<file path="src/edd_pkg.sv">
package edd_pkg;

    // Field and register widths
    localparam int GREY_W       = 8;
    localparam int WIDTH_REG_W  = 11;
    localparam int HEIGHT_REG_W = 12;
    localparam int CFG_INDEX_W  = 2;
    localparam int CFG_DATA_W   = 12;
    localparam int DIM_W        = 13;

    // Error term widths (signed two's complement)
    localparam int DIAG_W  = 4;
    localparam int ABOVE_W = 7;
    localparam int UPR_W   = 6;
    localparam int RIGHT_W = 7;
    localparam int PROD_W  = 11;

    // Register indexes of the configuration port
    localparam logic [CFG_INDEX_W-1:0] REG_IMAGE_WIDTH  = 2'd0;
    localparam logic [CFG_INDEX_W-1:0] REG_IMAGE_HEIGHT = 2'd1;

    localparam logic [WIDTH_REG_W-1:0]  WIDTH_RESET  = 11'd640;
    localparam logic [HEIGHT_REG_W-1:0] HEIGHT_RESET = 12'd480;

    localparam logic [GREY_W-1:0] GREY_THRESHOLD = 8'd127;
    localparam logic [GREY_W-1:0] GREY_WHITE     = 8'd255;

    // Position flags of one pixel, worked out by the front
    typedef struct packed {
        logic last_col;
        logic last_row;
    } edd_pos_t;

    // One line store entry: 1/16, 5/16 and 3/16 terms for the next line
    typedef struct packed {
        logic [DIAG_W-1:0]  diag;
        logic [ABOVE_W-1:0] above;
        logic [UPR_W-1:0]   upr;
    } edd_terms_t;

    // One result request
    typedef struct packed {
        logic dot;
        logic line_end;
        logic frame_end;
    } edd_result_t;

    // Add a signed term to a grey level and clamp to 0..255
    function automatic logic [GREY_W-1:0] sat_add(input logic [GREY_W-1:0] v,
                                                   input logic [GREY_W-1:0] t);
        logic signed [GREY_W+1:0] s;
        s = $signed({2'b00, v}) + $signed({{2{t[GREY_W-1]}}, t});
        if (s < 0) begin
            return '0;
        end
        else if (s > $signed({2'b00, GREY_WHITE})) begin
            return GREY_WHITE;
        end
        else begin
            return s[GREY_W-1:0];
        end
    endfunction

endpackage

</file>
<file path="src/edd_front.sv">
module edd_front #(
    parameter int MAX_WIDTH = 1024
) (
    input  logic                                clk,
    input  logic                                rst_n,
    input  logic                                cfg_valid,
    output logic                                cfg_ready,
    input  logic [edd_pkg::CFG_INDEX_W-1:0]     cfg_index,
    input  logic [edd_pkg::CFG_DATA_W-1:0]      cfg_data,
    input  logic                                push,
    input  logic [edd_pkg::GREY_W-1:0]          grey_in,
    input  logic                                q_full,
    output logic                                q_push,
    output logic [$clog2(MAX_WIDTH)+edd_pkg::GREY_W+1:0] q_data
);

    localparam int CW    = $clog2(MAX_WIDTH);
    localparam int DIM_W = edd_pkg::DIM_W;
    localparam int RW    = edd_pkg::HEIGHT_REG_W;

    logic [edd_pkg::WIDTH_REG_W-1:0]  width_reg;
    logic [edd_pkg::HEIGHT_REG_W-1:0] height_reg;
    logic [CW-1:0]                    col_reg, col_next;
    logic [RW-1:0]                    row_reg, row_next;
    logic [DIM_W-1:0]                 w_eff, h_eff;
    logic                             accept;
    edd_pkg::edd_pos_t                pos;

    assign cfg_ready = 1'b1;
    assign accept    = push && !q_full;
    assign q_push    = accept;
    assign q_data    = {pos, grey_in, col_reg};

    // Clamp the frame size to what the line store covers
    always_comb
    begin
        if (width_reg == '0)
        begin
            w_eff = DIM_W'(1);
        end
        else if (DIM_W'(width_reg) > DIM_W'(MAX_WIDTH))
        begin
            w_eff = DIM_W'(MAX_WIDTH);
        end
        else
        begin
            w_eff = DIM_W'(width_reg);
        end
        h_eff = (height_reg == '0) ? DIM_W'(1) : DIM_W'(height_reg);
    end

    // Classify the pixel and step the raster position
    always_comb
    begin
        pos.last_col = (DIM_W'(col_reg) + DIM_W'(1)) >= w_eff;
        pos.last_row = (DIM_W'(row_reg) + DIM_W'(1)) >= h_eff;
        col_next     = col_reg;
        row_next     = row_reg;
        if (accept)
        begin
            if (pos.last_col)
            begin
                col_next = '0;
                row_next = pos.last_row ? '0 : row_reg + RW'(1);
            end
            else
            begin
                col_next = col_reg + CW'(1);
            end
        end
    end

    always_ff @(posedge clk or negedge rst_n)
    begin
        if (!rst_n)
        begin
            width_reg  <= edd_pkg::WIDTH_RESET;
            height_reg <= edd_pkg::HEIGHT_RESET;
            col_reg    <= '0;
            row_reg    <= '0;
        end
        else
        begin
            col_reg <= col_next;
            row_reg <= row_next;
            if (cfg_valid)
            begin
                unique case (cfg_index)
                    edd_pkg::REG_IMAGE_WIDTH:
                    begin
                        width_reg <= cfg_data[edd_pkg::WIDTH_REG_W-1:0];
                    end
                    edd_pkg::REG_IMAGE_HEIGHT:
                    begin
                        height_reg <= cfg_data[edd_pkg::HEIGHT_REG_W-1:0];
                    end
                    default:
                    begin
                    end
                endcase
            end
        end
    end

endmodule

</file>
<file path="config.mk">
export PLATFORM = sky130hd
export DESIGN_NAME = edd_front
export DESIGN_NICKNAME = d
export VERILOG_FILES = /design/src/edd_pkg.sv /design/src/edd_front.sv
export SDC_FILE = /design/constraint.sdc
export NUM_CORES = 1
export LEC_CHECK = 0
export ABC_AREA = 1
export ABC_CLOCK_PERIOD_IN_PS = 3100
export BUFFER_PORTS_ARGS = -buffer_cell sky130_fd_sc_hd__buf_2
export CORE_ASPECT_RATIO = 0.6
export CORE_UTILIZATION = 28
export DETAILED_ROUTE_END_ITERATION = 10
export PLACE_DENSITY = 0.48
export SYNTH_ARGS = -nofsm -noshare
export SYNTH_HDL_FRONTEND = slang
export SYNTH_SLANG_ARGS = --single-unit
</file>
<file path="constraint.sdc">
create_clock -name clk -period 3.1 [get_ports clk]
set_input_delay 0.31 -clock clk [delete_from_list [all_inputs] [get_ports clk]]
set_output_delay 0.31 -clock clk [all_outputs]
set_load 0.02 [all_outputs]
</file>
; Word-level counts from Yosys, hierarchy flattened
; Cells that the tools add are included.
[op_classes]
n_reduce_logical = 8
order_cmp = 3
eq_ne = 1
add_sub_neg = 4
mux = 5
[op_table]
columns = op, n
row1 = $mux W12, 2
row2 = $add A12 B1 Y13 const B, 1
row3 = $ge A11 B13 Y1, 1
row4 = $ge A13 B12 Y1, 1
row5 = $mux W13, 1
row6 = $add A12 B1 Y12 const B, 1
row7 = $logic_not A12 Y1, 1
row8 = $add A10 B1 Y11 const B, 1
row9 = $gt A11 B11 Y1 const B, 1
row10 = $logic_not A11 Y1, 1
row11 = $mux W11, 1
row12 = $add A10 B1 Y10 const B, 1
row13 = $mux W10, 1
row14 = $reduce_and A2 Y1, 3
row15 = $eq A2 B1 Y1 const B, 1
row16 = $logic_not A2 Y1, 1
row17 = $logic_and A1 B1 Y1, 1
row18 = $logic_not A1 Y1, 1
[totals]
elab_cells = 25
out_inout_bits = 22
input_bits = 27
reg_bits = 45

; Depth between registers and ports, before layout
[depth]
word_depth = 5
mapped_depth = 17
ltp_nobuf = 16

; Worst setup path before layout
; Ideal clock, no wire load.
[synth_path]
kind = reg-to-reg
start = register col_reg[0]
end = register row_reg[2]
setup_time_ns = 0.118
path_buffers = 1
stages_incl_launch_ff = 16
required_ns = 2.982
t_arrival_ns = 2.426
period_less_slack_ns = 2.543
setup_slack_ns = 0.557
cell_sequence = dfrtp_1 ha_1 nand3_1 nor2_1 nand3_1 xor2_1 ha_1 nand2_1 nand2_1 nand2_1 nand2_1 a21oi_2 nand3_4 nand2_8 buf_12 o21ai_2
[synth_via]
elab_chain_len = 3
[synth_rtl]
columns = item, line
row1 = start: declaration, edd_front.sv:23  ; logic [CW-1:0] col_reg, col_next;
row2 = start signal: assignment, edd_front.sv:84  ; col_reg <= col_next;
row3 = $add A10 B1 Y11, edd_front.sv:55  ; pos.last_col = (DIM_W'(col_reg) + DIM_W'(1)) >= w_eff;
row4 = $ge A11 B13 Y1, edd_front.sv:55
row5 = "via q_data, one bit", edd_front.sv:14  ; output logic [$clog2(MAX_WIDTH)+edd_pkg::GREY_W+1:0] q_data
row6 = $reduce_and A2 Y1 (no line), -
row7 = end signal: assignment, edd_front.sv:85  ; row_reg <= row_next;
row8 = end: declaration, edd_front.sv:24  ; logic [RW-1:0] row_reg, row_next;
; The timed path passes the listed nets, and every way through them passes these cells.
; A chain may end at the register's enable or synchronous reset.

; Worst setup path in the final report
[layout_path]
start = register row_reg[0]
end = output q_data[18] in the netlist's numbering
[layout_via]
elab_chain_len = 2
[layout_rtl]
columns = item, line
row1 = $add A12 B1 Y13, edd_front.sv:56  ; pos.last_row = (DIM_W'(row_reg) + DIM_W'(1)) >= h_eff;
row2 = $ge A13 B12 Y1, edd_front.sv:56
row3 = end: declaration, edd_front.sv:14
; Every way passes these cells.

==> flow_summary.toml <==
[final_layout]
area_growth_pct = 11.6
most-common-layout-cells = "115 x nand2_1, 50 x inv_1, 39 x dfrtp_1"
nFillCells = 1123
finalNetCount = 474
regArea_um2 = 1130
n_antenna_cell = 0
drive_above_1_share_pct = 22.7
final_common_cell = "nand2_1"
multi_input_area_um2 = 1740

[critical_path]
r2r_start = "col_reg[1]"
cp.arrival_ns = 2.63
cpPeakStageDelay_ns = 0.44
cp-end-kind = "output pin"
worst-path-buf-inv = 1
crit_path_max_fanout = 5
critical_path.top_delay_family = "simple AND/OR/NAND/NOR gates"
crit_chain = "ha_1 > nand2_2 > nor2_1 > nand3_1 > xnor2_2 > ha_1 > nand3_1 > nor3_1 > nand3_4 > nand2_1 > buf_2"
crit_slowest_cell = "dfrtp_1"
crit_start = "row_reg[0]"
worstSetupStartpointType = "register"
crit_type = "reg2out"
cp.required_ns = 2.79

[grt]
grt_pass1_vias = 2378
grt_pass1_wl_um = 12900
overflow = 0
grt_max_degree = 46
gr-usage-all-layers_pct = 14.0
antenna_found_initial = 0

[drt]
wl_um = 7620
vias_per_cell = 4.39
vias = 2467
drt_iter0_drc = 122
wl_per_cell_um = 13.6
drtAntennaViolNets = 0
first_pass_iters = 4
route.detailed.drc = 0

[status]
outcome = "complete, no violations"

[logic_synthesis]
yosysWarnings = 0
synth_nets = 448
synth_cells = 396
ys_seq_area_share_pct = 35.3
synth_area_leader_cell = "dfrtp_1"
post_synth_num_cell_types = 39
synth_area_um2 = 3210
synth-main-ff-cell = "dfrtp_1"
synth_top_cell_area_share_pct = 30.4
synth.area.top_cells = "dfrtp_1 30%, nand2_1 13%, ha_1 9.7%"
ys_ff_latch = 45
avgSynthCellArea_um2 = 8.11
synth-edff-count = 0
async_flop_share_pct = 100

[power_and_ir_drop]
p_leak_nw = 1.82
p_per_area_nw_per_um2 = 629
total_power_mw = 2.25
ir_drop_v = 0.000182

[timing]
setup_viol = 0
slew_viol_final = 0
hold_viol = 0
period_needed_ns = 2.94
worst_slew_pin_slew_ns = 1.06
rsz0062_at_grt = "no"
setup_tns_ns = 0
skew_ns = 0.00881
fin_crit_sh_pct = 94.7
relSlewSlack_pct = 29.2
fmax_ghz = 0.341

[die]
start_util_pct = 29.6
dieArea_um2 = 11900
die_w_um = 140
io_pins = 49
rows = 29
die_height_um = 85.0
core-area_um2 = 10800

[clock_network]
cts_root_buf = "clkbuf_16"
clock_latency_ns = 0.29
clkSlewWorstSetupHoldPaths_ns = 0.07
cts_buffer_depth = 2
cts_made_buffers = 5
cts_hold_buf = 0
htree_num_levels = 2
cts_num_sinks = 45
cts_tree = "yes"

[placed_design]
dp_hpwl_um = 6000
gp_congestion = 0.855
port_buffers = 31

[min_path]
hold_class = "in2async"

[job]
maxCapViolCount = 0
-- metal layers --
metal	routed length [um]	vias to the layer above	GRT usage, %
li1	-	1317	-
met1	4650	1104	23.4
met2	2590	39	17.3
met4	56	0	3.30
met3	328	7	2.71
met5	0	-	0
-- cells in the mapped netlist, types with 2 or more instances --
cell      number
nand3_2       11
o22ai_1        2
nor2_2         4
buf_4         10
nand2_2        4
nor2_4         3
nor3_1         3
nand3_4        3
xnor2_1        6
nand3_1       15
buf_6          2
nand4_1        4
clkbuf_1       4
inv_1         50
ha_1          25
o21ai_0       23
dfrtp_1       39
nor2_1        18
dfstp_2        6
buf_12         2
xnor2_2        2
a21oi_1        7
xor2_1        10
nand2_1      115
nand3b_1       2
or2_1          3
o21ai_2       11
-- area by class of cell --
type	count	share of cell area, %
clock buffers	8	4.08
inverters	51	5.34
multi-input cells	282	48.5
flip-flops and latches	45	31.6
well taps	139	4.85
repair buffers	37	5.58
-- worst register-to-register path, delay by kind of cell, from the launching register on --
family	cells	cell delay, ns
adders and majority gates	2	0.56
AOI/OAI and AO/OA	2	0.22
DFF	1	0.41
and+or+nand+nor	10	1.08
buffers and inverters	1	0.18
xor gates and xnor gates	1	0.19
-- repair_timing --
| action | CTS | global route |
|---|---|---|
| endpoints found under the hold margin | 0 | 0 |
| resized for setup | 0 | 2 |
| buffers inserted | 0 | 3 |
| endpoints found under the setup margin | 0 | 1 |
-- power by group --
group | internal, mW | switching [mW]
registers | 0.693 | 0.0986
clock network | 0.322 | 0.233
logic | 0.352 | 0.554
total | 1.37 | 0.886
-- metrics by stage --
step	instance area, um2	hold slack (ns)	std cells	utilization [%]	setup WS [ns]
2_1_floorplan	3210	0.0144	396	-	0.557
3_3_place_gp	3410	0.473	551	31.4	0.338
3_5_place_dp	3410	0.480	551	31.4	0.352
4_1_cts	3560	0.256	559	32.8	0.0161
5_1_grt	3580	0.275	562	33.0	0.00967
6_report	3580	0.203	562	33.0	0.164
-- cell families after synthesis --
| group | Yosys count | synth area share (%) |
|---|---|---|
| AOI/OAI and AO/OA | 47 | 9.00 |
| xor gates and xnor gates | 18 | 5.38 |
| adders and majority gates | 25 | 9.74 |
| buffers and inverters | 69 | 10.7 |
| DFF | 45 | 35.3 |
| other | 1 | 0.117 |
| and+or+nand+nor | 191 | 29.8 |
-- path summary, 6_finish.rpt --
| kind | end | slack (ns) | cells after the start |
|---|---|---|---|
| min in group clk | height_reg[11] | 0.26 | 3 |
| setup reg to reg | row_reg[4] | 0.38 | 16 |
| max in group asynchronous | height_reg[4] | 2.23 | 1 |
| hold reg to reg | height_reg[10] | 0.49 | 2 |
| setup / recovery | q_data[18] | 0.16 | 11 |
| hold / removal | col_reg[5] | 0.20 | 1 |
(Power assumes the default switching activity.)
