<file path="src/edd_queue.sv">
module edd_queue #(
    parameter int WIDTH = 8,
    parameter int DEPTH = 2
) (
    input  logic                       clk,
    input  logic                       rst_n,
    input  logic                       push,
    input  logic [WIDTH-1:0]           data_in,
    input  logic                       pop,
    output logic [WIDTH-1:0]           data_out,
    output logic                       empty,
    output logic                       full,
    output logic [$clog2(DEPTH+1)-1:0] count
);

    localparam int PTR_W = $clog2(DEPTH);
    localparam int CNT_W = $clog2(DEPTH + 1);

    logic [WIDTH-1:0] mem_reg [DEPTH];
    logic [PTR_W-1:0] wr_ptr_reg, wr_ptr_next;
    logic [PTR_W-1:0] rd_ptr_reg, rd_ptr_next;
    logic [CNT_W-1:0] count_reg, count_next;
    logic             do_push, do_pop;

    assign empty    = (count_reg == '0);
    assign full     = (count_reg == CNT_W'(DEPTH));
    assign count    = count_reg;
    assign data_out = mem_reg[rd_ptr_reg];
    assign do_push  = push && !full;
    assign do_pop   = pop && !empty;

    // Advance pointers with wrap, track fill level
    always_comb
    begin
        wr_ptr_next = wr_ptr_reg;
        rd_ptr_next = rd_ptr_reg;
        count_next  = count_reg;
        if (do_push)
        begin
            wr_ptr_next = (wr_ptr_reg == PTR_W'(DEPTH - 1)) ? '0 : wr_ptr_reg + PTR_W'(1);
        end
        if (do_pop)
        begin
            rd_ptr_next = (rd_ptr_reg == PTR_W'(DEPTH - 1)) ? '0 : rd_ptr_reg + PTR_W'(1);
        end
        if (do_push && !do_pop)
        begin
            count_next = count_reg + CNT_W'(1);
        end
        else if (do_pop && !do_push)
        begin
            count_next = count_reg - CNT_W'(1);
        end
    end

    always_ff @(posedge clk or negedge rst_n)
    begin
        if (!rst_n)
        begin
            wr_ptr_reg <= '0;
            rd_ptr_reg <= '0;
            count_reg  <= '0;
        end
        else
        begin
            wr_ptr_reg <= wr_ptr_next;
            rd_ptr_reg <= rd_ptr_next;
            count_reg  <= count_next;
        end
    end

    // Store the request
    always_ff @(posedge clk)
    begin
        if (do_push)
        begin
            mem_reg[wr_ptr_reg] <= data_in;
        end
    end

endmodule

</file>
<file path="config.mk">
export PLATFORM = sky130hd
export DESIGN_NAME = edd_queue
export DESIGN_NICKNAME = d
export VERILOG_FILES = /design/src/edd_queue.sv
export SDC_FILE = /design/constraint.sdc
export NUM_CORES = 1
export LEC_CHECK = 0
export BUFFER_PORTS_ARGS = -buffer_cell sky130_fd_sc_hd__buf_2
export CAP_MARGIN = 20
export CORE_MARGIN = 2
export CORE_UTILIZATION = 48
export CTS_BUF_LIST = sky130_fd_sc_hd__clkbuf_4 sky130_fd_sc_hd__clkbuf_8 sky130_fd_sc_hd__clkbuf_16
export DETAILED_ROUTE_END_ITERATION = 6
export PLACE_DENSITY = 0.76
export REMOVE_ABC_BUFFERS = 1
export SLEW_MARGIN = 25
export SYNTH_ARGS = -nofsm -noshare
export SYNTH_HDL_FRONTEND = slang
export SYNTH_SLANG_ARGS = --single-unit
</file>
<file path="constraint.sdc">
create_clock -name clk -period 1.7 [get_ports clk]
set_input_delay 0.34 -clock clk [delete_from_list [all_inputs] [get_ports clk]]
set_output_delay 0.34 -clock clk [all_outputs]
set_load 0.02 [all_outputs]
</file>
# Word-level counts from Yosys, hierarchy flattened
# Memories as Yosys holds them, arrays and structs flattened.
# Index checks and enable logic that the tools add are counted.
[totals]
ff_bits = 4
ram_bits = 16
inputBits = 12
output_inout_bits = 12
wordCells = 25
mem_count = 1
[memory_table]
columns = ["memory", "depth", "width", "rd", "rd_clocked_by_memory_dff", "write_ports", "line_no", "rtl"]
rows = [
  ["mem_reg", 2, 8, 1, 0, 1, "19", "logic [WIDTH-1:0] mem_reg [DEPTH];"],
]
[classes]
n_addsub = 4
n_eq_ne = 1
muxes = 6
n_reduce_logical = 10
[op_table]
columns = ["op", "n"]
rows = [
  ["1-bit logical AND", 4],
  ["1-bit logical NOT", 4],
  ["1-bit 2-to-1 mux", 4],
  ["2-bit 2-to-1 mux", 2],
  ["1-bit adder, second input constant", 2],
  ["2-bit by 1-bit adder with 2-bit output, second input constant", 1],
  ["2-bit equality test, second input constant", 1],
  ["2-bit logical NOT", 1],
  ["2-bit nonzero test", 1],
  ["2-bit by 1-bit subtractor with 2-bit output, second input constant", 1],
]

# Depth between registers and ports, before layout
# Gate-level depths: netlist of run 1.
[depth]
ltp_word = 7
ltp_mapped = 7
mapped_depth_nobuf = 7

# Worst setup path after synthesis of run 1
# Ideal clock, no wire load.
[synth_timing]
path_kind = "register -> register"
startpoint = "register count_reg[0] (netlist: count[0])"
endpoint = "memory mem_reg[0][0], enable pin"
setup_ps = 370
arrival_ps = 1155
t_required_ps = 1330
path_slack_ps = 174
path_stages_with_launch = 4
n_path_buf = 0
synth_period_minus_slack_ps = 1526
cell_sequence = "dfrtp_1 nand2b_1 nand2_2 nor2_1"
[synth_between]
elab_chain_cells = 5
[synth_rtl]
columns = ["item", "line_no", "rtl"]
rows = [
  ["start, declared", "22", "logic [CNT_W-1:0] count_reg, count_next;"],
  ["start signal, assigned", "68", "count_reg <= count_next;"],
  ["2-bit equality test", "26", "assign full = (count_reg == CNT_W'(DEPTH));"],
  ["1-bit logical NOT", "29", "assign do_push = push && !full;"],
  ["1-bit logical AND", "29", ""],
  ["1-bit 2-to-1 mux", "75", "if (do_push)"],
  ["1-bit 2-to-1 mux (not written as such)", "77", "mem_reg[wr_ptr_reg] <= data_in;"],
  ["end, declared", "19", ""],
]
# Every way passes these cells.

# Worst setup path after layout of run 1
[layout_timing]
startpoint = "register rd_ptr_reg"
endpoint = "output port data_out[3]"
[layout_between]
elab_chain_cells = 1
[layout_rtl]
columns = ["item", "line_no", "rtl"]
rows = [
  ["start, declared", "21", "logic [PTR_W-1:0] rd_ptr_reg, rd_ptr_next;"],
  ["start signal, assigned", "67", "rd_ptr_reg <= rd_ptr_next;"],
  ["memory read 2 x 8 bit", "n/a", ""],
  ["end, declared", "10", "output logic [WIDTH-1:0] data_out,"],
]
# Every way passes these cells.

==> results of run 1 <==
==> how the worst max path moves through the flow <==
| stage | slack (ns) | cells past startpoint | startpoint | to |
|---|---|---|---|---|
| after CTS | 0.03 | 2 | rd_ptr_reg | data_out[7] |
| after detailed placement | 0.18 | 6 | count[0] | count[1] |
| final | 0.05 | 2 | rd_ptr_reg | data_out[3] |
| after global routing | 0.002 | 2 | rd_ptr_reg | data_out[1] |
| after global placement | 0.26 | 2 | rd_ptr_reg | data_out[7] |
| after floorplan | 0.17 | 3 | count[0] | mem_reg[0][0] |
==> power by group <==
group	switching [W]	internal (W)
Combinational	0.000370	0.000289
Clock	0.000138	0.000238
Sequential	0.000108	0.000687
==> layer usage <==
| metal | GRT usage | vias up | part of all wire |
|---|---|---|---|
| met3 | 0.0367 | 2 | 0.071 |
| li1 | - | 218 | - |
| met1 | 0.137 | 200 | 0.44 |
| met2 | 0.215 | 17 | 0.48 |
| met5 | 0 | - | 0 |
| met4 | 0.0545 | 0 | 0.0090 |
==> stage by stage <==
step / area, sq um / hold WS, ns
2_1_floorplan: 769 / 0.0444
4_1_cts: 983 / 0.213
3_3_place_gp: 920 / 0.151
6_report: 991 / 0.222
3_5_place_dp: 920 / 0.150
5_1_grt: 991 / 0.216
==> cell usage in the layout (no fill, tap or decap), types with 2 or more instances in the layout <==
master and instances:
sky130_fd_sc_hd__inv_1 2, sky130_fd_sc_hd__xor2_1 2, sky130_fd_sc_hd__xnor2_1 3, sky130_fd_sc_hd__mux2_1 7, sky130_fd_sc_hd__dfrtp_1 3, sky130_fd_sc_hd__clkbuf_4 3, sky130_fd_sc_hd__nor2_1 3, sky130_fd_sc_hd__buf_2 23
sky130_fd_sc_hd__edfxtp_1 16, sky130_fd_sc_hd__buf_4 3
==> cells by family after synthesis <==
family,synth area share
mux,0.116
xor+xnor,0.0566
compound gates,0.00646
fa+ha+maj,0.0162
buf+inv,0.0162
simple gates,0.0388
flops,0.750
==> cells in the mapped netlist, drive strengths merged <==
library cell / number
mux2: 8
edfxtp: 16
nor2: 3
xor2: 2
nand2: 1
ha: 1
o21ai: 1
nand2b: 1
buf: 1
dfrtp: 4
inv: 2
and3: 1
xnor2: 3
==> repair_timing <==
item	CTS	global route
gates resized for setup	1	0
setup endpoints to repair	8	4
buffers inserted	0	1
hold buffers	1	0
endpoints found under the hold margin	4	0
==> layout make-up <==
| cell class | count | area (sq um) |
|---|---|---|
| Inverter | 2 | 7.51 |
| Clock inverter | 1 | 30.0 |
| Multi-Input combinational cell | 21 | 181 |
| Clock buffer | 3 | 22.5 |
| Tap cell | 16 | 20.0 |
| Timing Repair Buffer | 27 | 148 |
| Fill cell | 112 | 515 |
| Sequential cell | 20 | 582 |
==> worst reg2reg max path: stages (launching register included) <==
cell                       delay, ns
sky130_fd_sc_hd__dfrtp_1        0.46
sky130_fd_sc_hd__nand2b_1       0.21
sky130_fd_sc_hd__nand2_2        0.11
sky130_fd_sc_hd__inv_1          0.05
sky130_fd_sc_hd__ha_1           0.20
sky130_fd_sc_hd__xor2_1         0.14
sky130_fd_sc_hd__nor2_1         0.12
sky130_fd_sc_hd__xor2_1         0.15
==> Implementation_results.wiki, run 1 <==
{| class="wikitable"
! Metric !! Value
|-
| Cell family with most CP delay || flip-flops
|-
| Biggest area contributors in the synthesized netlist || sky130_fd_sc_hd__edfxtp_1 62%, sky130_fd_sc_hd__dfrtp_1 13%, sky130_fd_sc_hd__mux2_1 10%
|-
| Number of nets in the layout || just under 90
|-
| Hold depth || 1
|-
| Critical path data arrival time || 1.31 ns
|-
| Total CTS buffers || 3
|-
| DR DRC count || 0
|-
| Sink of the worst hold path || mem_reg[1][3]
|-
| Half-perimeter wire length of the detailed placement result || a little over 800 microns
|-
| Placer's final routability congestion estimate || ~0.64
|-
| Launch instance of the worst register-to-register path || count[0]
|-
| CP Cell Sequence || mux2_1 > buf_2
|-
| Synth warnings || 0
|-
| Areal power density over the cells || 1850 nW/um^2
|-
| CTS sink cnt || 20
|-
| Count of buffers from port buffering || 23
|-
| Number of nets with antenna violations after routing || 0
|-
| Number of cells traversed by the worst register-to-register path || 7
|-
| Worst IR drop on VDD || ~0.0011 V
|-
| Final setup viols || 0
|-
| TritonCTS clock tree || done
|-
| Number of unique standard cell types used by synthesis || 14
|-
| Critical-path cell with the highest stage delay || sky130_fd_sc_hd__dfrtp_2
|-
| Largest net degree at the start of global routing || 13
|-
| HP Class || in -> reg
|-
| Fraction of the cycle the final worst path needs || 0.968
|-
| Count of inserted antenna diode cells || 0
|-
| Final Slew Violations || 0
|-
| Clock latency on the worst-skew pair || approximately 0.29 ns
|-
| Buf+Inv Stages, Crit Path || 1
|-
| Sum of negative setup slack || 0 ns
|-
| Final Worst Setup Slack || ~0.054 ns
|-
| Number of violations reported at the end of detailed-routing iteration 0 || 10
|-
| Starting density of the core || 0.514
|-
| Die extent in x || 44.2 microns
|-
| Final cell count without fillers || 90
|-
| Leftover overflow at the end of global routing || 0
|-
| WP data required || 1.36 ns
|-
| Max reg flops || 16
|-
| Clock root cell || sky130_fd_sc_hd__clkbuf_4
|-
| Worst reg2reg setup slack || 0.19 ns
|-
| Hold Crit Start || data_in[3]
|-
| Maximum fanout along the worst path || 9
|-
| Total power after layout || between 0.0015 and 0.002 W
|-
| Deepest level of the CTS H-tree || 1
|-
| Detailed Route WL || between 1000 and 1500 microns
|-
| # placed instances || 84
|-
| First-pass GRT wire length || between 1500 and 2000 microns
|-
| Average routed wire per standard cell || 12.4 microns
|-
| Post-synth top area cell || sky130_fd_sc_hd__edfxtp_1
|-
| Via count of the first global-routing pass || around 400
|-
| CP Capture Type || output port
|-
| Slew at the pin closest to its max-slew limit || about 0.38 ns
|-
| Final count of hold timing violations || 0
|-
| Syn Inst Count || 44
|-
| Worst Clk Skew || roughly 0.0084 ns
|-
| Worst-case headroom to the max-slew limit || 0.745
|-
| Clock edge transition at the registers on the reported setup and hold paths || 0.11 ns
|-
| Buffer levels on the longest clock path || 2
|-
| Part of the Yosys area used for sequential elements || 0.750
|-
| Share of post-route cells with drive strength above 1 || 0.446
|-
| IO Pins || 24
|-
| Total global routing track utilization || 0.122
|-
| Area share of the largest cell type after synthesis || 0.620
|-
| Status || finished, final reports clean
|-
| Category of the critical setup timing path || reg -> out
|-
| Maximum capacitance violations || 0
|-
| RSZ-0062 raised after global routing || false
|-
| Die Outline Area || 1950 sq um
|-
| R2r endpoint || count[1]
|-
| Vias post-DR || around 440
|-
| Post-synthesis register bit count || 20
|-
| Post-placement worst setup slack || 0.183 ns
|-
| Layout overhead on the synthesized area || 27.9%
|-
| Mean instance size in the synthesized netlist || approximately 18 sq um
|-
| Fmax || a little over 0.6 GHz
|-
| Min cycle time layout || about 1.6 ns
|-
| Via/cell ratio || 4.86
|-
| Delay of the slowest cell on the worst path || approximately 0.50 ns
|-
| Fin util || 0.658
|-
| Height of the die || 44.2 microns
|-
| Area of the placeable core || 1510 sq um
|-
| Static power due to leakage || around 0.42 nW
|-
| Cell row count || 14
|-
| Total iterations of the first detailed-routing run || 3
|-
| Post-synthesis instance area || 774 sq um
|-
| Startpoint Class || flop
|-
| Antenna violations before repair || 0
|}
Note: power is estimated with default switching activity, not from simulation.
==> run 2: changes to the inputs <==
--- a/config.mk
+++ b/config.mk
@@ -7,10 +7,12 @@
 export LEC_CHECK = 0
 export BUFFER_PORTS_ARGS = -buffer_cell sky130_fd_sc_hd__buf_2
 export CAP_MARGIN = 20
+export CORE_ASPECT_RATIO = 0.9
 export CORE_MARGIN = 2
 export CORE_UTILIZATION = 48
 export CTS_BUF_LIST = sky130_fd_sc_hd__clkbuf_4 sky130_fd_sc_hd__clkbuf_8 sky130_fd_sc_hd__clkbuf_16
 export DETAILED_ROUTE_END_ITERATION = 6
+export GPL_ROUTABILITY_DRIVEN = 0
 export PLACE_DENSITY = 0.76
 export REMOVE_ABC_BUFFERS = 1
 export SLEW_MARGIN = 25
==> run 2 against run 1 <==
  * Critical path depth is the same
  * Core utilization grew 0.069 points
  * First-iteration DRC count shrank 60%
  * Die area is essentially flat
  * Largest power group unchanged
  * Final cell count grew 5.6%
==> Implementation_results.wiki, run 2 (synthesis results as in run 1) <==
{| class="wikitable"
! Metric !! Value
|-
| IO Pins || 24
|-
| Maximum capacitance violations || 0
|-
| HP Class || in -> reg
|-
| Final Worst Setup Slack || 0.0415 ns
|-
| Final Slew Violations || 0
|-
| Final count of hold timing violations || 0
|-
| Final hold slack || between 0.2 and 0.25 ns
|-
| Via/cell ratio || 4.57
|-
| Number of nets in the layout || 87
|-
| CP Capture Type || output port
|-
| Layout overhead on the synthesized area || 25.8%
|-
| Deepest level of the CTS H-tree || 1
|-
| R2r endpoint || count[1]
|-
| Critical-path cell with the highest stage delay || sky130_fd_sc_hd__dfrtp_2
|-
| Areal power density over the cells || 1760 nW/um^2
|-
| Worst-case headroom to the max-slew limit || 0.739
|-
| First-pass GRT wire length || 1810 microns
|-
| Worst IR drop on VDD || 0.000990 V
|-
| Sink of the worst hold path || mem_reg[0][7]
|-
| Total iterations of the first detailed-routing run || 2
|-
| CP Cell Sequence || mux2_2 > buf_2
|-
| Detailed Route WL || around 1200 microns
|-
| Via count of the first global-routing pass || roughly 420
|-
| Leftover overflow at the end of global routing || 0
|-
| Die extent in x || approximately 46 microns
|-
| DR DRC count || 0
|-
| Vias post-DR || 434
|-
| Clock root cell || sky130_fd_sc_hd__clkbuf_4
|-
| Worst Clk Skew || roughly 0.0042 ns
|-
| Count of buffers from port buffering || 23
|-
| Half-perimeter wire length of the detailed placement result || between 800 and 900 microns
|-
| Area of the placeable core || 1480 sq um
|-
| # placed instances || 90
|-
| WP data required || 1.36 ns
|-
| Share of post-route cells with drive strength above 1 || 0.438
|-
| Total of fill cells in the finished design || between 100 and 150
|-
| Category of the critical setup timing path || reg -> out
|-
| Fin util || 0.658
|-
| Final cell count without fillers || between 90 and 100
|-
| Hold Crit Start || data_in[7]
|-
| Number of cells traversed by the worst register-to-register path || 7
|-
| Delay of the slowest cell on the worst path || between 0.5 and 0.6 ns
|-
| Most common cell after layout, fill and taps aside || sky130_fd_sc_hd__buf_2
|-
| TritonCTS clock tree || done
|-
| Hold depth || 1
|-
| Starting density of the core || 0.523
|-
| Launch instance of the worst register-to-register path || count[0]
|-
| RSZ-0062 raised after global routing || true
|-
| Antenna violations before repair || 0
|-
| Total CTS buffers || 3
|-
| Post-placement worst setup slack || about 0.15 ns
|-
| Cell family with most CP delay || flip-flops
|-
| Count of inserted antenna diode cells || 0
|-
| Worst reg2reg setup slack || roughly 0.18 ns
|-
| Startpoint Class || flop
|-
| Static power due to leakage || ~0.41 nW
|-
| Min cycle time layout || about 1.7 ns
|-
| Cell row count || 13
|-
| Most frequent cells in the layout || 23 x sky130_fd_sc_hd__buf_2, 16 x sky130_fd_sc_hd__edfxtp_1, 7 x sky130_fd_sc_hd__mux2_1
|-
| Buffer levels on the longest clock path || 2
|-
| Status || finished, final reports clean
|-
| Critical path data arrival time || roughly 1.3 ns
|-
| CTS sink cnt || 20
|-
| Maximum fanout along the worst path || 9
|-
| Fmax || between 0.6 and 0.7 GHz
|-
| Number of violations reported at the end of detailed-routing iteration 0 || 4
|-
| Final setup viols || 0
|-
| Clock latency on the worst-skew pair || 0.29 ns
|-
| Largest net degree at the start of global routing || 12
|-
| Height of the die || between 40 and 50 microns
|-
| Total global routing track utilization || 0.135
|-
| Max reg flops || 16
|-
| Fraction of the cycle the final worst path needs || 0.976
|-
| Number of nets with antenna violations after routing || 0
|-
| Slew at the pin closest to its max-slew limit || just under 0.4 ns
|-
| Buf+Inv Stages, Crit Path || 1
|-
| Average routed wire per standard cell || approximately 12 microns
|-
| Die Outline Area || 1950 sq um
|-
| Clock edge transition at the registers on the reported setup and hold paths || ~0.11 ns
|}
run 2: cell types whose count changed in the layout (fill, tap and decap cells not counted), sizes merged:
cell / before / now
clkbuf: 3 / 4
buf: 26 / 25
bufinv: 1 / 0
run 2: routing by layer:
layer | wire length, microns | GRT usage | up-vias
li1 | - | - | 218
met1 | 508 | 0.151 | 202
met2 | 607 | 0.222 | 14
met3 | 51 | 0.0431 | 0
met4 | 0 | 0.0686 | 0
met5 | 0 | 0 | -
run 2: area by class of cell:
type | instances | area (sq um) | area share
repair buffers | 26 | 140 | 0.144
well taps | 22 | 27.5 | 0.0282
multi-input cells | 21 | 181 | 0.186
inverters | 2 | 7.51 | 0.00770
flip-flops and latches | 20 | 582 | 0.597
clock buffers | 4 | 36.3 | 0.0372
run 2: worst max-delay path by stage:
| stage | startpoint | to | slack (ns) | cells past startpoint |
|---|---|---|---|---|
| floorplan | count[0] | mem_reg[0][0] | 0.17 | 3 |
| global placement | rd_ptr_reg | data_out[7] | 0.27 | 2 |
| detailed placement | count[0] | count[1] | 0.15 | 7 |
| CTS | rd_ptr_reg | data_out[0] | 0.02 | 2 |
| global route | rd_ptr_reg | data_out[7] | -0.01 | 2 |
| finish | rd_ptr_reg | data_out[7] | 0.04 | 2 |
run 2: through the flow:
step	setup TNS [ns]	power [W]	cell area (sq um)
2_1_floorplan	0	0.00122	769
3_3_place_gp	0	0.00144	927
3_5_place_dp	0	0.00146	927
4_1_cts	0	0.00173	975
5_1_grt	-0.0535	0.00181	975
6_report	0	0.00171	975
run 2: worst register-to-register path: stages (launching register included):
cell                       delay [ns]
sky130_fd_sc_hd__dfrtp_1         0.45
sky130_fd_sc_hd__nand2b_1        0.21
sky130_fd_sc_hd__nand2_2         0.11
sky130_fd_sc_hd__inv_1           0.04
sky130_fd_sc_hd__ha_1            0.19
sky130_fd_sc_hd__xor2_1          0.14
sky130_fd_sc_hd__nor2_1          0.14
sky130_fd_sc_hd__xor2_1          0.17
run 2: timing repair:
| action | CTS | global route |
|---|---|---|
| endpoints found under the hold margin | 4 | 0 |
| resized for setup | 1 | 0 |
| hold buffers | 1 | 0 |
| buffers inserted | 0 | 0 |
| cloned | 0 | 0 |
| setup endpoints to repair | 8 | 6 |
run 2: report_power, final:
| group | internal (W) | total (W) | switching [W] | leakage (nW) |
|---|---|---|---|---|
| clock | 0.000131 | 0.000270 | 0.000139 | 0.0210 |
| combinational | 0.000275 | 0.000648 | 0.000373 | 0.196 |
| sequential | 0.000687 | 0.000794 | 0.000107 | 0.194 |
==> run 3: changes to the inputs <==
==> constraint.sdc (replaced) <==
create_clock -name clk -period 1.7 [get_ports clk]
set_input_delay 0.085 -clock clk [delete_from_list [all_inputs] [get_ports clk]]
set_output_delay 0.085 -clock clk [all_outputs]
set_load 0.02 [all_outputs]
==> run 3 against run 2 <==
  * Clock skew decreased by 0.0015 ns
  * Sequential share of layout area decreased by 4.3 points
  * Critical endpoint is now data_out[5]
  * Power decreased by 1.2%
  * Setup slack better by 0.15 ns
==> Implementation_results.wiki, run 3 (synthesis results as in run 1) <==
{| class="wikitable"
! Metric !! Value
|-
| Fmax || around 0.66 GHz
|-
| TritonCTS clock tree || done
|-
| Max reg flops || 16
|-
| Maximum fanout along the worst path || 9
|-
| Starting density of the core || 0.523
|-
| Areal power density over the cells || ~1600 nW/um^2
|-
| Largest net degree at the start of global routing || 12
|-
| Hold depth || 3
|-
| Maximum capacitance violations || 0
|-
| Finished Cell Area || 1050 sq um
|-
| Area after detailed placement || slightly above 900 sq um
|-
| Most frequent cells in the layout || 23 x sky130_fd_sc_hd__buf_2, 16 x sky130_fd_sc_hd__edfxtp_1, 9 x sky130_fd_sc_hd__dlygate4sd3_1, 7 x sky130_fd_sc_hd__mux2_1
|-
| Layout overhead on the synthesized area || 35.2%
|-
| Detailed Route WL || around 1200 microns
|-
| Final count of hold timing violations || 0
|-
| Startpoint Class || flop
|-
| Average routed wire per standard cell || between 10 and 15 microns
|-
| Via/cell ratio || ~4.5
|-
| Die Outline Area || about 2000 sq um
|-
| Half-perimeter wire length of the detailed placement result || ~840 microns
|-
| WP data required || approximately 1.6 ns
|-
| Launch instance of the worst register-to-register path || count[0]
|-
| R2r endpoint || count[1]
|-
| Total global routing track utilization || 0.130
|-
| Cell row count || 13
|-
| Total CTS buffers || 3
|-
| Number of cells traversed by the worst register-to-register path || 6
|-
| Count of buffers from port buffering || 23
|-
| CP Cell Sequence || mux2_1 > buf_2
|-
| FF+latch area || around 580 sq um
|-
| Total of fill cells in the finished design || 110
|-
| Vias post-DR || about 470
|-
| Die extent in x || approximately 46 microns
|-
| Total iterations of the first detailed-routing run || 3
|-
| Critical path data arrival time || about 1.4 ns
|-
| First-pass GRT wire length || between 1500 and 2000 microns
|-
| Sum of negative setup slack || 0 ns
|-
| Fin util || 0.708
|-
| Leftover overflow at the end of global routing || 0
|-
| CP Capture Type || output port
|-
| Status || finished, final reports clean
|-
| Clock edge transition at the registers on the reported setup and hold paths || 0.10 ns
|-
| Antenna violations before repair || 0
|-
| Static power due to leakage || about 0.44 nW
|-
| Hold Crit Start || push
|-
| Final hold slack || 0.0596 ns
|-
| Delay of the slowest cell on the worst path || 0.59 ns
|-
| Final setup viols || 0
|-
| Via count of the first global-routing pass || 447
|-
| Worst reg2reg setup slack || 0.21 ns
|-
| Share of post-route cells with drive strength above 1 || 0.383
|-
| HP Class || in -> reg
|-
| CTS sink cnt || 20
|-
| Min cycle time layout || between 1.5 and 2 ns
|-
| Slew at the pin closest to its max-slew limit || around 0.4 ns
|-
| Height of the die || 42.1 microns
|-
| DR DRC count || 0
|-
| Critical-path cell with the highest stage delay || sky130_fd_sc_hd__dfrtp_1
|-
| Fraction of the cycle the final worst path needs || 0.887
|-
| Deepest level of the CTS H-tree || 1
|-
| IO Pins || 24
|-
| Total area of multi-input combinational cells || roughly 180 sq um
|-
| Clock latency on the worst-skew pair || roughly 0.29 ns
|-
| Worst-case headroom to the max-slew limit || 0.739
|-
| Category of the critical setup timing path || reg -> out
|-
| Buf+Inv Stages, Crit Path || 1
|-
| Buffer levels on the longest clock path || 2
|-
| Most common cell after layout, fill and taps aside || sky130_fd_sc_hd__buf_2
|-
| Clock root cell || sky130_fd_sc_hd__clkbuf_4
|-
| Number of nets with antenna violations after routing || 0
|-
| Number of buffers added for setup after CTS || 0
|-
| Number of nets in the layout || 95
|-
| Count of inserted antenna diode cells || 0
|-
| Cell family with most CP delay || flip-flops
|-
| Number of violations reported at the end of detailed-routing iteration 0 || 4
|-
| Final Slew Violations || 0
|-
| Sink of the worst hold path || wr_ptr_reg
|-
| Worst IR drop on VDD || roughly 0.0011 V
|-
| Area of the placeable core || 1480 sq um
|-
| RSZ-0062 raised after global routing || false
|-
| Worst Clk Skew || approximately 0.0027 ns
|}
==> run 3: metal layers <==
metal	track usage	vias to the layer above	share of wire
met1	0.162	221	0.45
met4	0.0343	0	0
met3	0.0388	0	0.047
met5	0	-	0
met2	0.217	12	0.50
li1	-	232	-
==> run 3: how the worst max path moves through the flow <==
stage          cells past startpoint       start  slack (ns)            end
2_1_floorplan                      3    count[0]        0.17  mem_reg[0][0]
3_3_place_gp                       7    count[0]        0.28       count[1]
3_5_place_dp                       6    count[0]        0.20       count[1]
4_1_cts                            2  rd_ptr_reg        0.17    data_out[7]
5_1_grt                            6    count[0]        0.11       count[1]
6_report                           2  rd_ptr_reg        0.19    data_out[5]
==> run 3: what timing repair did <==
item,in CTS,in global routing
hold endpoints to repair,20,0
hold buffers,9,0
resized for setup,0,0
==> run 3: where the power goes <==
part	switching [W]	leakage, nW	internal (W)
Sequential	0.000106	0.195	0.000684
Combinational	0.000372	0.229	0.000287
Clock	0.000135	0.0184	0.000107
Total	0.000613	0.443	0.00108
==> run 3: stage by stage <==
step | instances | setup slack, ns | total power, W
2_1_floorplan | 43 | 0.174 | 0.00122
3_3_place_gp | 90 | 0.283 | 0.00144
3_5_place_dp | 90 | 0.204 | 0.00146
4_1_cts | 103 | 0.174 | 0.00171
5_1_grt | 103 | 0.114 | 0.00178
6_report | 103 | 0.192 | 0.00169
==> run 3: layout make-up <==
cell class / count / share of cell area
sequential: 20 / 0.554
timing repair buffer: 34 / 0.210
multi-input combinational: 21 / 0.173
clock buffer: 4 / 0.0287
tap: 22 / 0.0263
inverter: 2 / 0.00717
==> run 3: worst min-delay path, cell delays in order <==
cell and delay [ns]:
sky130_fd_sc_hd__buf_2 0.11, sky130_fd_sc_hd__nand2_2 0.07, sky130_fd_sc_hd__xnor2_1 0.06
